`src/rtl/tao_pkg.sv`:
```
package tao_pkg;

  localparam int SAMPLE_BITS_DEFAULT  = 16;
  localparam int CORDIC_STEPS_DEFAULT = 16;
  localparam int QUEUE_DEPTH          = 4;

  // Angles inside the CORDIC are held in units of 2^-ANGLE_FRAC degree.
  localparam int ANGLE_FRAC = 20;
  localparam int ZW         = 28;
  localparam int TINT_W     = 7;
  localparam int DEG_W      = 9;

  localparam logic signed [ZW-1:0] DEG90 = ZW'(90) <<< ANGLE_FRAC;

  localparam logic [DEG_W-1:0] DEG_45  = 9'd45;
  localparam logic [DEG_W-1:0] DEG_135 = 9'd135;
  localparam logic [DEG_W-1:0] DEG_179 = 9'd179;
  localparam logic [DEG_W-1:0] DEG_180 = 9'd180;
  localparam logic [DEG_W-1:0] DEG_225 = 9'd225;
  localparam logic [DEG_W-1:0] DEG_315 = 9'd315;
  localparam logic [DEG_W-1:0] DEG_359 = 9'd359;
  localparam logic [DEG_W-1:0] DEG_360 = 9'd360;

  localparam logic [2:0] SCALE_WIDE   = 3'd5;
  localparam logic [2:0] SCALE_NARROW = 3'd3;
  localparam logic [5:0] COL_WIDE     = 6'd40;
  localparam logic [5:0] COL_NARROW   = 6'd25;
  localparam logic [5:0] ROW_WIDE     = 6'd30;
  localparam logic [5:0] ROW_NARROW   = 6'd35;

  typedef enum logic [1:0] {
    ORIENT_TOP    = 2'd0,
    ORIENT_LEFT   = 2'd1,
    ORIENT_BOTTOM = 2'd2,
    ORIENT_RIGHT  = 2'd3
  } orient_t;

  typedef enum logic [1:0] {
    KIND_NORMAL = 2'd0,
    KIND_ZERO_Y = 2'd1,
    KIND_ZERO_X = 2'd2
  } kind_t;

  typedef struct packed {
    logic  xneg;
    logic  yneg;
    kind_t kind;
  } tao_class_t;

  // atan(2^-i) in degrees, scaled by 2^ANGLE_FRAC and rounded to nearest.
  function automatic logic signed [ZW-1:0] atan_entry(input logic [4:0] idx);
    logic signed [ZW-1:0] v;
    case (idx)
      5'd0:    v = 28'sd47185920;
      5'd1:    v = 28'sd27855475;
      5'd2:    v = 28'sd14718068;
      5'd3:    v = 28'sd7471121;
      5'd4:    v = 28'sd3750058;
      5'd5:    v = 28'sd1876857;
      5'd6:    v = 28'sd938658;
      5'd7:    v = 28'sd469357;
      5'd8:    v = 28'sd234682;
      5'd9:    v = 28'sd117342;
      5'd10:   v = 28'sd58671;
      5'd11:   v = 28'sd29335;
      5'd12:   v = 28'sd14668;
      5'd13:   v = 28'sd7334;
      5'd14:   v = 28'sd3667;
      5'd15:   v = 28'sd1833;
      5'd16:   v = 28'sd917;
      5'd17:   v = 28'sd458;
      5'd18:   v = 28'sd229;
      5'd19:   v = 28'sd115;
      5'd20:   v = 28'sd57;
      5'd21:   v = 28'sd29;
      5'd22:   v = 28'sd14;
      5'd23:   v = 28'sd7;
      default: v = 28'sd0;
    endcase
    return v;
  endfunction

endpackage

```
`src/rtl/tao_front.sv`:
```
module tao_front import tao_pkg::*; #(
  parameter int SAMPLE_BITS = SAMPLE_BITS_DEFAULT
) (
  input  logic                          clk,
  input  logic                          rst,
  input  logic                          push,
  output logic                          full,
  input  logic signed [SAMPLE_BITS-1:0] accel_x,
  input  logic signed [SAMPLE_BITS-1:0] accel_y,
  output logic                          q_push,
  input  logic                          q_full,
  output logic [SAMPLE_BITS-1:0]        mag_x,
  output logic [SAMPLE_BITS-1:0]        mag_y,
  output tao_class_t                    cls
);

  logic                   fvalid;
  logic                   accept;
  logic [SAMPLE_BITS-1:0] ax_abs;
  logic [SAMPLE_BITS-1:0] ay_abs;
  tao_class_t             cls_next;

  assign full   = fvalid && q_full;
  assign accept = push && !full;
  assign q_push = fvalid && !q_full;

  // The magnitude of the most negative sample still fits as an unsigned value.
  always_comb begin
    logic signed [SAMPLE_BITS:0] xe;
    logic signed [SAMPLE_BITS:0] ye;
    xe = (SAMPLE_BITS+1)'(accel_x);
    ye = (SAMPLE_BITS+1)'(accel_y);
    ax_abs = accel_x[SAMPLE_BITS-1] ? SAMPLE_BITS'(-xe) : SAMPLE_BITS'(xe);
    ay_abs = accel_y[SAMPLE_BITS-1] ? SAMPLE_BITS'(-ye) : SAMPLE_BITS'(ye);
    cls_next.xneg = accel_x[SAMPLE_BITS-1];
    cls_next.yneg = accel_y[SAMPLE_BITS-1];
    if (accel_y == '0) begin
      cls_next.kind = KIND_ZERO_Y;
    end else if (accel_x == '0) begin
      cls_next.kind = KIND_ZERO_X;
    end else begin
      cls_next.kind = KIND_NORMAL;
    end
  end

  always_ff @(posedge clk) begin
    if (rst) begin
      fvalid <= 1'b0;
    end else if (accept) begin
      fvalid <= 1'b1;
    end else if (q_push) begin
      fvalid <= 1'b0;
    end
  end

  always_ff @(posedge clk) begin
    if (accept) begin
      mag_x <= ax_abs;
      mag_y <= ay_abs;
      cls   <= cls_next;
    end
  end

endmodule

```
`src/rtl/tao_queue.sv`:
```
module tao_queue import tao_pkg::*; #(
  parameter int WIDTH = 8,
  parameter int DEPTH = QUEUE_DEPTH
) (
  input  logic             clk,
  input  logic             rst,
  input  logic             push,
  input  logic [WIDTH-1:0] din,
  output logic             full,
  input  logic             pop,
  output logic [WIDTH-1:0] dout,
  output logic             empty
);

  localparam int AW = (DEPTH > 1) ? $clog2(DEPTH) : 1;

  logic [WIDTH-1:0] mem [DEPTH];
  logic [AW-1:0]    wr_ptr;
  logic [AW-1:0]    rd_ptr;
  logic [AW:0]      count;
  logic             do_push;
  logic             do_pop;

  assign full    = (count == (AW+1)'(DEPTH));
  assign empty   = (count == '0);
  assign do_push = push && !full;
  assign do_pop  = pop && !empty;
  assign dout    = mem[rd_ptr];

  always_ff @(posedge clk) begin
    if (rst) begin
      wr_ptr <= '0;
      rd_ptr <= '0;
      count  <= '0;
    end else begin
      if (do_push) begin
        wr_ptr <= (wr_ptr == AW'(DEPTH-1)) ? '0 : wr_ptr + 1'b1;
      end
      if (do_pop) begin
        rd_ptr <= (rd_ptr == AW'(DEPTH-1)) ? '0 : rd_ptr + 1'b1;
      end
      if (do_push && !do_pop) begin
        count <= count + 1'b1;
      end else if (do_pop && !do_push) begin
        count <= count - 1'b1;
      end
    end
  end

  always_ff @(posedge clk) begin
    if (do_push) begin
      mem[wr_ptr] <= din;
    end
  end

endmodule

```
`src/rtl/tao_cordic.sv`:
```
module tao_cordic import tao_pkg::*; #(
  parameter int SAMPLE_BITS  = SAMPLE_BITS_DEFAULT,
  parameter int CORDIC_STEPS = CORDIC_STEPS_DEFAULT
) (
  input  logic                   clk,
  input  logic                   rst,
  input  logic                   en,
  input  logic                   in_valid,
  input  logic [SAMPLE_BITS-1:0] mag_x,
  input  logic [SAMPLE_BITS-1:0] mag_y,
  input  tao_class_t             in_cls,
  output logic                   out_valid,
  output logic signed [ZW-1:0]   out_z,
  output tao_class_t             out_cls
);

  // The vector grows by about 1.65 over the iterations, so two extra bits suffice.
  localparam int XW = SAMPLE_BITS + 2;

  // Entry i holds the registered output of iteration i.
  logic signed [XW-1:0] xs  [CORDIC_STEPS];
  logic signed [XW-1:0] ys  [CORDIC_STEPS];
  logic signed [ZW-1:0] zs  [CORDIC_STEPS];
  tao_class_t           cs  [CORDIC_STEPS];
  logic                 vs  [CORDIC_STEPS];

  for (genvar i = 0; i < CORDIC_STEPS; i++) begin : g_step
    logic signed [XW-1:0] x_in;
    logic signed [XW-1:0] y_in;
    logic signed [ZW-1:0] z_in;
    tao_class_t           c_in;
    logic                 v_in;
    logic signed [XW-1:0] dx;
    logic signed [XW-1:0] dy;
    logic signed [ZW-1:0] da;
    logic                 ypos;

    if (i == 0) begin : g_head
      assign x_in = XW'(mag_x);
      assign y_in = XW'(mag_y);
      assign z_in = '0;
      assign c_in = in_cls;
      assign v_in = in_valid;
    end else begin : g_link
      assign x_in = xs[i-1];
      assign y_in = ys[i-1];
      assign z_in = zs[i-1];
      assign c_in = cs[i-1];
      assign v_in = vs[i-1];
    end

    assign dx   = y_in >>> i;
    assign dy   = x_in >>> i;
    assign da   = atan_entry(5'(i));
    assign ypos = !y_in[XW-1] && (y_in != '0);

    always_ff @(posedge clk) begin
      if (rst) begin
        vs[i] <= 1'b0;
      end else if (en) begin
        vs[i] <= v_in;
      end
    end

    always_ff @(posedge clk) begin
      if (en) begin
        if (ypos) begin
          xs[i] <= x_in + dx;
          ys[i] <= y_in - dy;
          zs[i] <= z_in + da;
        end else begin
          xs[i] <= x_in - dx;
          ys[i] <= y_in + dy;
          zs[i] <= z_in - da;
        end
        cs[i] <= c_in;
      end
    end
  end

  assign out_valid = vs[CORDIC_STEPS-1];
  assign out_z     = zs[CORDIC_STEPS-1];
  assign out_cls   = cs[CORDIC_STEPS-1];

endmodule

```
`src/rtl/tilt_angle_orientation.sv`:
```
// Tilt angle and display orientation from an accelerometer x/y sample. Each item gives
// one result: the angle |atan2(y,x) - 180 degrees| truncated to whole degrees (0..359),
// the display orientation that angle falls in, and the text scale and cursor position
// for it. The block takes one item every cycle and sustains that rate as long as results
// are popped. An item passes through the input register, a four-entry queue and the
// CORDIC pipeline, which spends one stage per iteration, followed by the result register.
// When results are not taken the pipeline holds; the queue fills its four entries and the
// input register holds one more item before full rises.
module tilt_angle_orientation import tao_pkg::*; #(
  parameter int SAMPLE_BITS  = SAMPLE_BITS_DEFAULT,
  parameter int CORDIC_STEPS = CORDIC_STEPS_DEFAULT
) (
  input  logic                          clk,
  input  logic                          rst,
  input  logic                          push,
  output logic                          full,
  input  logic signed [SAMPLE_BITS-1:0] accel_x,
  input  logic signed [SAMPLE_BITS-1:0] accel_y,
  output logic                          empty,
  input  logic                          pop,
  output logic [8:0]                    angle_degrees,
  output logic [1:0]                    orientation,
  output logic [2:0]                    text_scale,
  output logic [5:0]                    cursor_col,
  output logic [5:0]                    cursor_row
);

  localparam int QW = $bits(tao_class_t) + 2*SAMPLE_BITS;

  logic                   q_push;
  logic                   q_full;
  logic                   q_empty;
  logic                   q_pop;
  logic [SAMPLE_BITS-1:0] f_mag_x;
  logic [SAMPLE_BITS-1:0] f_mag_y;
  tao_class_t             f_cls;
  logic [QW-1:0]          q_din;
  logic [QW-1:0]          q_dout;
  logic [SAMPLE_BITS-1:0] h_mag_x;
  logic [SAMPLE_BITS-1:0] h_mag_y;
  tao_class_t             h_cls;

  logic                   en;
  logic                   c_valid;
  logic signed [ZW-1:0]   c_z;
  tao_class_t             c_cls;

  logic                   out_valid;
  logic [ZW-1:0]          t_clamped;
  logic [TINT_W-1:0]      t_int;
  logic [DEG_W-1:0]       t_ext;
  logic                   t_frac;
  logic [DEG_W-1:0]       deg_next;
  orient_t                orient_next;
  logic                   wide;

  tao_front #(
    .SAMPLE_BITS(SAMPLE_BITS)
  ) u_front (
    .clk    (clk),
    .rst    (rst),
    .push   (push),
    .full   (full),
    .accel_x(accel_x),
    .accel_y(accel_y),
    .q_push (q_push),
    .q_full (q_full),
    .mag_x  (f_mag_x),
    .mag_y  (f_mag_y),
    .cls    (f_cls)
  );

  assign q_din = {f_cls, f_mag_x, f_mag_y};

  tao_queue #(
    .WIDTH(QW),
    .DEPTH(QUEUE_DEPTH)
  ) u_queue (
    .clk  (clk),
    .rst  (rst),
    .push (q_push),
    .din  (q_din),
    .full (q_full),
    .pop  (q_pop),
    .dout (q_dout),
    .empty(q_empty)
  );

  assign {h_cls, h_mag_x, h_mag_y} = q_dout;

  // The whole back end moves together whenever the result register is free or being emptied.
  assign en    = !out_valid || pop;
  assign q_pop = en && !q_empty;

  tao_cordic #(
    .SAMPLE_BITS (SAMPLE_BITS),
    .CORDIC_STEPS(CORDIC_STEPS)
  ) u_cordic (
    .clk      (clk),
    .rst      (rst),
    .en       (en),
    .in_valid (!q_empty),
    .mag_x    (h_mag_x),
    .mag_y    (h_mag_y),
    .in_cls   (h_cls),
    .out_valid(c_valid),
    .out_z    (c_z),
    .out_cls  (c_cls)
  );

  // First-quadrant angle: exact on an axis, otherwise the clamped CORDIC sum.
  always_comb begin
    case (c_cls.kind)
      KIND_ZERO_Y: t_clamped = '0;
      KIND_ZERO_X: t_clamped = DEG90;
      default: begin
        if (c_z[ZW-1]) begin
          t_clamped = '0;
        end else if (c_z > DEG90) begin
          t_clamped = DEG90;
        end else begin
          t_clamped = c_z;
        end
      end
    endcase
  end

  assign t_int  = t_clamped[ANGLE_FRAC +: TINT_W];
  assign t_frac = |t_clamped[ANGLE_FRAC-1:0];
  assign t_ext  = DEG_W'(t_int);

  // Subtracting a fractional angle from a whole number borrows one degree on truncation.
  always_comb begin
    case ({c_cls.xneg, c_cls.yneg})
      2'b00:   deg_next = t_frac ? DEG_179 - t_ext : DEG_180 - t_ext;
      2'b10:   deg_next = t_ext;
      2'b11: begin
        if (t_frac) begin
          deg_next = DEG_359 - t_ext;
        end else if (t_ext == '0) begin
          deg_next = DEG_359;
        end else begin
          deg_next = DEG_360 - t_ext;
        end
      end
      default: deg_next = DEG_180 + t_ext;
    endcase
  end

  always_comb begin
    if (deg_next < DEG_45 || deg_next >= DEG_315) begin
      orient_next = ORIENT_RIGHT;
    end else if (deg_next < DEG_135) begin
      orient_next = ORIENT_TOP;
    end else if (deg_next < DEG_225) begin
      orient_next = ORIENT_LEFT;
    end else begin
      orient_next = ORIENT_BOTTOM;
    end
    wide = (orient_next == ORIENT_RIGHT) || (orient_next == ORIENT_LEFT);
  end

  always_ff @(posedge clk) begin
    if (rst) begin
      out_valid <= 1'b0;
    end else if (en) begin
      out_valid <= c_valid;
    end
  end

  always_ff @(posedge clk) begin
    if (en) begin
      angle_degrees <= deg_next;
      orientation   <= orient_next;
      text_scale    <= wide ? SCALE_WIDE : SCALE_NARROW;
      cursor_col    <= wide ? COL_WIDE : COL_NARROW;
      cursor_row    <= wide ? ROW_WIDE : ROW_NARROW;
    end
  end

  assign empty = !out_valid;

  a_angle_range: assert property (@(posedge clk) disable iff (rst)
    !empty |-> angle_degrees < DEG_360)
    else $error("angle out of range");

  a_scale_matches: assert property (@(posedge clk) disable iff (rst)
    !empty |-> ((orientation == ORIENT_RIGHT || orientation == ORIENT_LEFT)
                == (text_scale == SCALE_WIDE)))
    else $error("text scale does not match orientation");

  a_queue_no_overflow: assert property (@(posedge clk) disable iff (rst)
    q_full |-> !q_push)
    else $error("push into a full queue");

  a_stall_holds: assert property (@(posedge clk) disable iff (rst)
    (out_valid && !pop) |=> (out_valid && $stable(angle_degrees)))
    else $error("result changed while stalled");

endmodule

```
`config.mk`:
```
export PLATFORM = sky130hd
export DESIGN_NAME = tilt_angle_orientation
export DESIGN_NICKNAME = d
export VERILOG_FILES = /design/src/rtl/tao_pkg.sv /design/src/rtl/tao_front.sv /design/src/rtl/tao_queue.sv /design/src/rtl/tao_cordic.sv /design/src/rtl/tilt_angle_orientation.sv
export SDC_FILE = /design/constraint.sdc
export NUM_CORES = 2
export LEC_CHECK = 0
export BUFFER_PORTS_ARGS = -buffer_cell sky130_fd_sc_hd__buf_2
export CAP_MARGIN = 20
export CORE_MARGIN = 2
export CORE_UTILIZATION = 24
export CTS_CLUSTER_DIAMETER = 80
export DETAILED_ROUTE_END_ITERATION = 8
export HOLD_SLACK_MARGIN = 0.03
export SKIP_LAST_GASP = 1
export SYNTH_ARGS = -nofsm -noshare
export SYNTH_HDL_FRONTEND = slang
export SYNTH_HIERARCHICAL = 1
export SYNTH_SLANG_ARGS = --single-unit
```
`constraint.sdc`:
```
create_clock -name clk -period 22.8 [get_ports clk]
set_input_delay 4.56 -clock clk [delete_from_list [all_inputs] [get_ports clk]]
set_output_delay 4.56 -clock clk [all_outputs]
set_load 0.05 [all_outputs]
```
# Yosys cells after proc, flatten, opt, wreduce, memory -nomap -nowiden
# Memories as Yosys holds them, arrays and structs flattened. A register that Yosys moved wholly into a read port is not among the register bits.
# Index checks and enable logic that the tools add are counted.
[word_totals]
memories = 6
mem_bits_rw = 1248
word_cells = 467
output_inout_bits = 28
in_bits = 36
register_bits = 70
[mem_list]
columns = ["memory", "depth", "word_bits", "read_ports", "rd_clocked_by_memory_dff", "write_ports", "line", "rtl"]
rows = [
  ["u_cordic.zs", 16, 28, 16, 0, 16, "tao_cordic.sv:23", "logic signed [ZW-1:0] zs [CORDIC_STEPS];"],
  ["u_cordic.xs", 16, 18, 15, 0, 16, "tao_cordic.sv:21", "logic signed [XW-1:0] xs [CORDIC_STEPS];"],
  ["u_cordic.ys", 16, 18, 15, 0, 16, "tao_cordic.sv:22", "logic signed [XW-1:0] ys [CORDIC_STEPS];"],
  ["u_queue.mem", 4, 36, 1, 1, 1, "tao_queue.sv:17", "logic [WIDTH-1:0] mem [DEPTH];"],
  ["u_cordic.cs", 16, 4, 16, 0, 16, "tao_cordic.sv:24", "tao_class_t cs [CORDIC_STEPS];"],
  ["u_cordic.vs", 16, 1, 16, 1, 16, "tao_cordic.sv:25", "logic vs [CORDIC_STEPS];"],
]
[classes]
n_lt_le_gt_ge = 5
eq_ne = 9
mux = 192
n_reduce_logical = 71
addsub = 104
bitwise_logic = 64
[op_table]
columns = ["cell", "count"]
rows = [
  ["2-to-1 mux 18 bit", 32],
  ["2-to-1 mux 28 bit", 16],
  ["nonzero test 18 bit", 16],
  ["2-to-1 mux 1 bit", 122],
  ["OR 1 bit", 64],
  ["2-to-1 mux 27 bit", 2],
  ["one-hot mux 27 bit (2 select lines)", 1],
  ["adder 18 x 10 -> 18 bit", 2],
  ["adder 18 x 11 -> 18 bit", 2],
  ["adder 18 x 12 -> 18 bit", 2],
  ["adder 18 x 13 -> 18 bit", 2],
  ["adder 18 x 14 -> 18 bit", 2],
  ["adder 18 x 15 -> 18 bit", 2],
  ["adder 18 x 16 -> 18 bit", 2],
  ["adder 18 x 17 -> 18 bit", 2],
  ["adder 18 x 3 -> 18 bit", 2],
  ["adder 18 x 4 -> 18 bit", 2],
  ["adder 18 x 5 -> 18 bit", 2],
  ["adder 18 x 6 -> 18 bit", 2],
  ["adder 18 x 7 -> 18 bit", 2],
  ["adder 18 x 8 -> 18 bit", 2],
  ["adder 18 x 9 -> 18 bit", 2],
  ["subtractor 18 x 10 -> 18 bit", 2],
  ["subtractor 18 x 11 -> 18 bit", 2],
  ["74 further kinds", 158],
]

# Depth between registers and ports, before layout
# An unclocked memory read counts as a cell.
[depth]
word_depth = 16
ltp_mapped = 23
ltp_nobuf = 22

# Cells and area by module
# Netlist, hierarchy kept.
[modules_own_cells]
columns = ["module", "area_per_inst_um2", "seq_area_each_um2", "cells_per_inst", "instances"]
rows = [
  ["tao_cordic", 76063.0, 29308.1, 7794, 1],
  ["tao_queue", 5699.2, 4504.3, 238, 1],
  ["tao_front", 1893.1, 1101.1, 140, 1],
  ["tilt_angle_orientation", 1747.9, 380.4, 206, 1],
]

# Worst setup path after synthesis
# OpenSTA, ideal clock, no wires.
[synth_path]
kind = "input to register"
startpoint = "input port pop"
endpoint = "memory u_cordic/ys[1][88] in the netlist's numbering, data pin"
path_slack_ns = 12.241
required_time_ns = 22.539
stages = 22
arrival_ns = 10.298
setup_ns = 0.261
n_path_buf = 1
path_cell_list = "nor2_1 > inv_1 > inv_1 > nor4_1 > nand4_1 > nor2_1 > o21ai_1 > inv_1 > clkbuf_1 > nor2_1 > xor2_1 > ha_1 > nor2b_1 > o21ai_0 > a21boi_0 > o21ai_0 > a21boi_0 > o21bai_1 > a21o_1 > a31oi_1 > nor4_1 > a311o_1"
[synth_rtl]
columns = ["item", "line", "rtl"]
rows = [
  ["start: declaration", "tilt_angle_orientation.sv:20", "input logic pop,"],
  ["end: declaration", "tao_cordic.sv:22", ""],
]

==> impl_metrics.ini <==
[clock_network]
cts_buffer_depth = 4
cts-buffers-inserted = 143
cts_max_level = 4
cts_resized = 0
cts_tree = yes
cts.reportedPaths.clkPinSlew_ns = 0.06
clock_sinks = 1179
post_cts_buffers = 0
clock_latency_ns = 0.83
cts-root-buf = clkbuf_16
cts_hold_buf = 0

[cells_and_area]
layout-drive-gt1-share = 0.0571
synthToLayoutAreaGrowth_pct = 12.4
nets = 9501
diodes = 0

[worst_setup_path]
cp-end-kind = flop
crit_path_frequent_cell = a21oi_1
critical_path_arrival_ns = 10.73
cp_slowest_stage_delay_ns = 0.71
crit_family = buffers and inverters
crit_buf_inv = 6
crit_type = in -> reg
required_ns = 23.32
start_kind = input pin
cpMaxStageDelayCell = buf_4
path_max_fanout = 128
path_cells = buf_2 > nor2_1 > inv_8 > buf_4 > buf_12 > buf_4 > o21ai_1 > inv_1 > ha_1 > a211oi_1 > nor2_1 > a21oi_1 > a211oi_1 > a21oi_1 > or3_1 > a21oi_1 > a2111oi_0 > a21oi_1 > xor2_1

[detailed_routing]
drc = 0
dr.pass1.iters = 7
drt_iter0_markers = 2723
vias = 59900
viasPerCell = 4.49
routed_wirelength_um = 176000
top_layer_used = met4
route.met3.wl_um = 4740
wl_met2_um = 89200
route.antenna.remaining_nets = 0
wl_met1_um = 77300
wl_per_cell_um = 13.2

[timing]
setup_violations = 0
clock_skew_ns = 0.0945
min_period_over_period = 0.448
fmax_mhz = 97.9
setup_tns_ns = 0
hold_viol = 0
worstMarginPinSlew_ns = 1.05
maxSlewViolCount = 0
rsz0062_at_grt = false
max-slew-margin-rel = 0.297
fin_crit_ns = 10.21

[outcome]
status = complete, no violations

[place]
io_buffers = 58
gp_congestion = 0.850
dp_hpwl_um = 135000

[floorplanning]
fp-row-count = 219
start_util = 0.240
io_pins = 64
core_area_sq_mm = 0.355
die_h_um = 601
die_area_sq_mm = 0.361
die_w_um = 601

[synth]
avgSynthCellArea_sq_um = 10.2
yosys_warnings = 6
async_flop_share = 0
mappedNetlistArea_sq_mm = 0.0854
syn_inst = 8378
synthFlopType = edfxtp_1
ys_seq_area_frac = 0.413
synth_edf_count = 1168
yosys_register_bits = 1179
synth.distinct_cells = 114

[global_route]
grt-ovfl-total = 0
track_usage = 0.0941
antenna_found_initial = 2
grt_pass1_vias = 58200
grt_max_degree = 148
grt_first_pass_wirelength_um = 289000

[run]
drv_cap = 0

[hold_path]
hp-class = reg -> reg
==> Yosys cell counts, types with 148 or more instances <==
master | n | area share
ha_1 | 935 | 0.14
nor2_1 | 670 | 0.029
inv_1 | 545 | 0.024
xnor2_1 | 666 | 0.068
nor3_1 | 201 | 0.012
nand2_1 | 575 | 0.025
o21ai_0 | 478 | 0.028
xor2_1 | 233 | 0.024
a21o_1 | 230 | 0.020
a21oi_1 | 632 | 0.037
edfxtp_1 | 1168 | 0.41
nand3_1 | 148 | 0.0087
==> area by class of cell <==
cell class | instances | area, sq um
fillers | 37300 | 259000
flip-flops and latches | 1179 | 35300
repair buffers | 105 | 681
clock inverters | 76 | 855
inverters | 559 | 2130
multi-input cells | 6494 | 47300
clock buffers | 167 | 3710
well taps | 4751 | 5940
==> worst paths after layout <==
path / from / end / slack (ns) / cells past startpoint
setup / recovery: pop / u_cordic/zs[1][194]$_DFFE_PP_ / 12.59 / 19
hold / removal: u_cordic/cs[0][16]$_DFFE_PP_ / u_cordic/cs[0][20]$_DFFE_PP_ / 0.41 / 0
setup reg to reg: out_valid$_SDFFE_PP0N_ / u_cordic/zs[1][194]$_DFFE_PP_ / 16.02 / 19
hold reg to reg: u_cordic/cs[0][16]$_DFFE_PP_ / u_cordic/cs[0][20]$_DFFE_PP_ / 0.41 / 0
==> sequential cells by signal, indices dropped and copies added (netlist names), 3 cells and up, named ones only <==
register       count
angle_degrees      9
u_cordic/ys      269
u_cordic/cs       64
u_cordic/vs       16
u_front/mag_y     16
u_queue/mem      144
u_queue/count      3
u_front/cls        4
u_cordic/zs      389
u_cordic/xs      238
u_front/mag_x     16
==> per-stage QoR <==
| stage | std cells | setup WS [ns] | utilization | hold WS, ns | area, sq um |
|---|---|---|---|---|---|
| floorplan | 8381 | 12.24 | - | 0.400 | 85400 |
| global placement | 13100 | 11.69 | 0.257 | 0.402 | 91400 |
| detailed placement | 13100 | 11.71 | 0.257 | 0.405 | 91400 |
| CTS | 13300 | 12.53 | 0.270 | 0.412 | 95900 |
| global route | 13300 | 12.04 | 0.270 | 0.420 | 96000 |
| finish | 13300 | 12.59 | 0.270 | 0.414 | 96000 |
==> per-layer routing <==
layer	GRT usage	up-vias
met1	0.111	27800
met3	0.0121	294
met4	0.0281	0
met2	0.176	737
li1	-	31100
met5	0	-
==> logic make-up after synthesis <==
family / synth area share
AO/OA/AOI/OAI: 0.165
XOR/XNOR: 0.0922
adder cells (fa/ha/maj): 0.148
buffers and inverters: 0.0332
flip-flops: 0.413
multiplexers: 0.0144
other: 0.000132
AND/OR/NAND/NOR: 0.134
==> placed cells by master, fill, tap and decap left out, types with 45 or more instances in the layout <==
master / instances
a21o_1: 230
ha_1: 935
edfxtp_1: 1168
inv_1: 544
nor2b_1: 136
o21bai_1: 64
nand2b_1: 122
and2_1: 67
nor3_1: 201
nand4_1: 45
xnor2_1: 666
nand3_1: 148
fa_1: 48
a211oi_1: 57
o21ai_0: 475
nor2_1: 670
a21oi_1: 632
clkbuf_16: 145
nand2_1: 575
nor4_1: 58
o21a_1: 97
and3_1: 81
a31oi_1: 58
or3_1: 93
buf_2: 58
a21boi_0: 94
xor2_1: 233
o31ai_1: 98
Power is left out: the tool's default activity adds up to more than one toggle a clock period on the data nets, which glitch-free logic cannot reach.
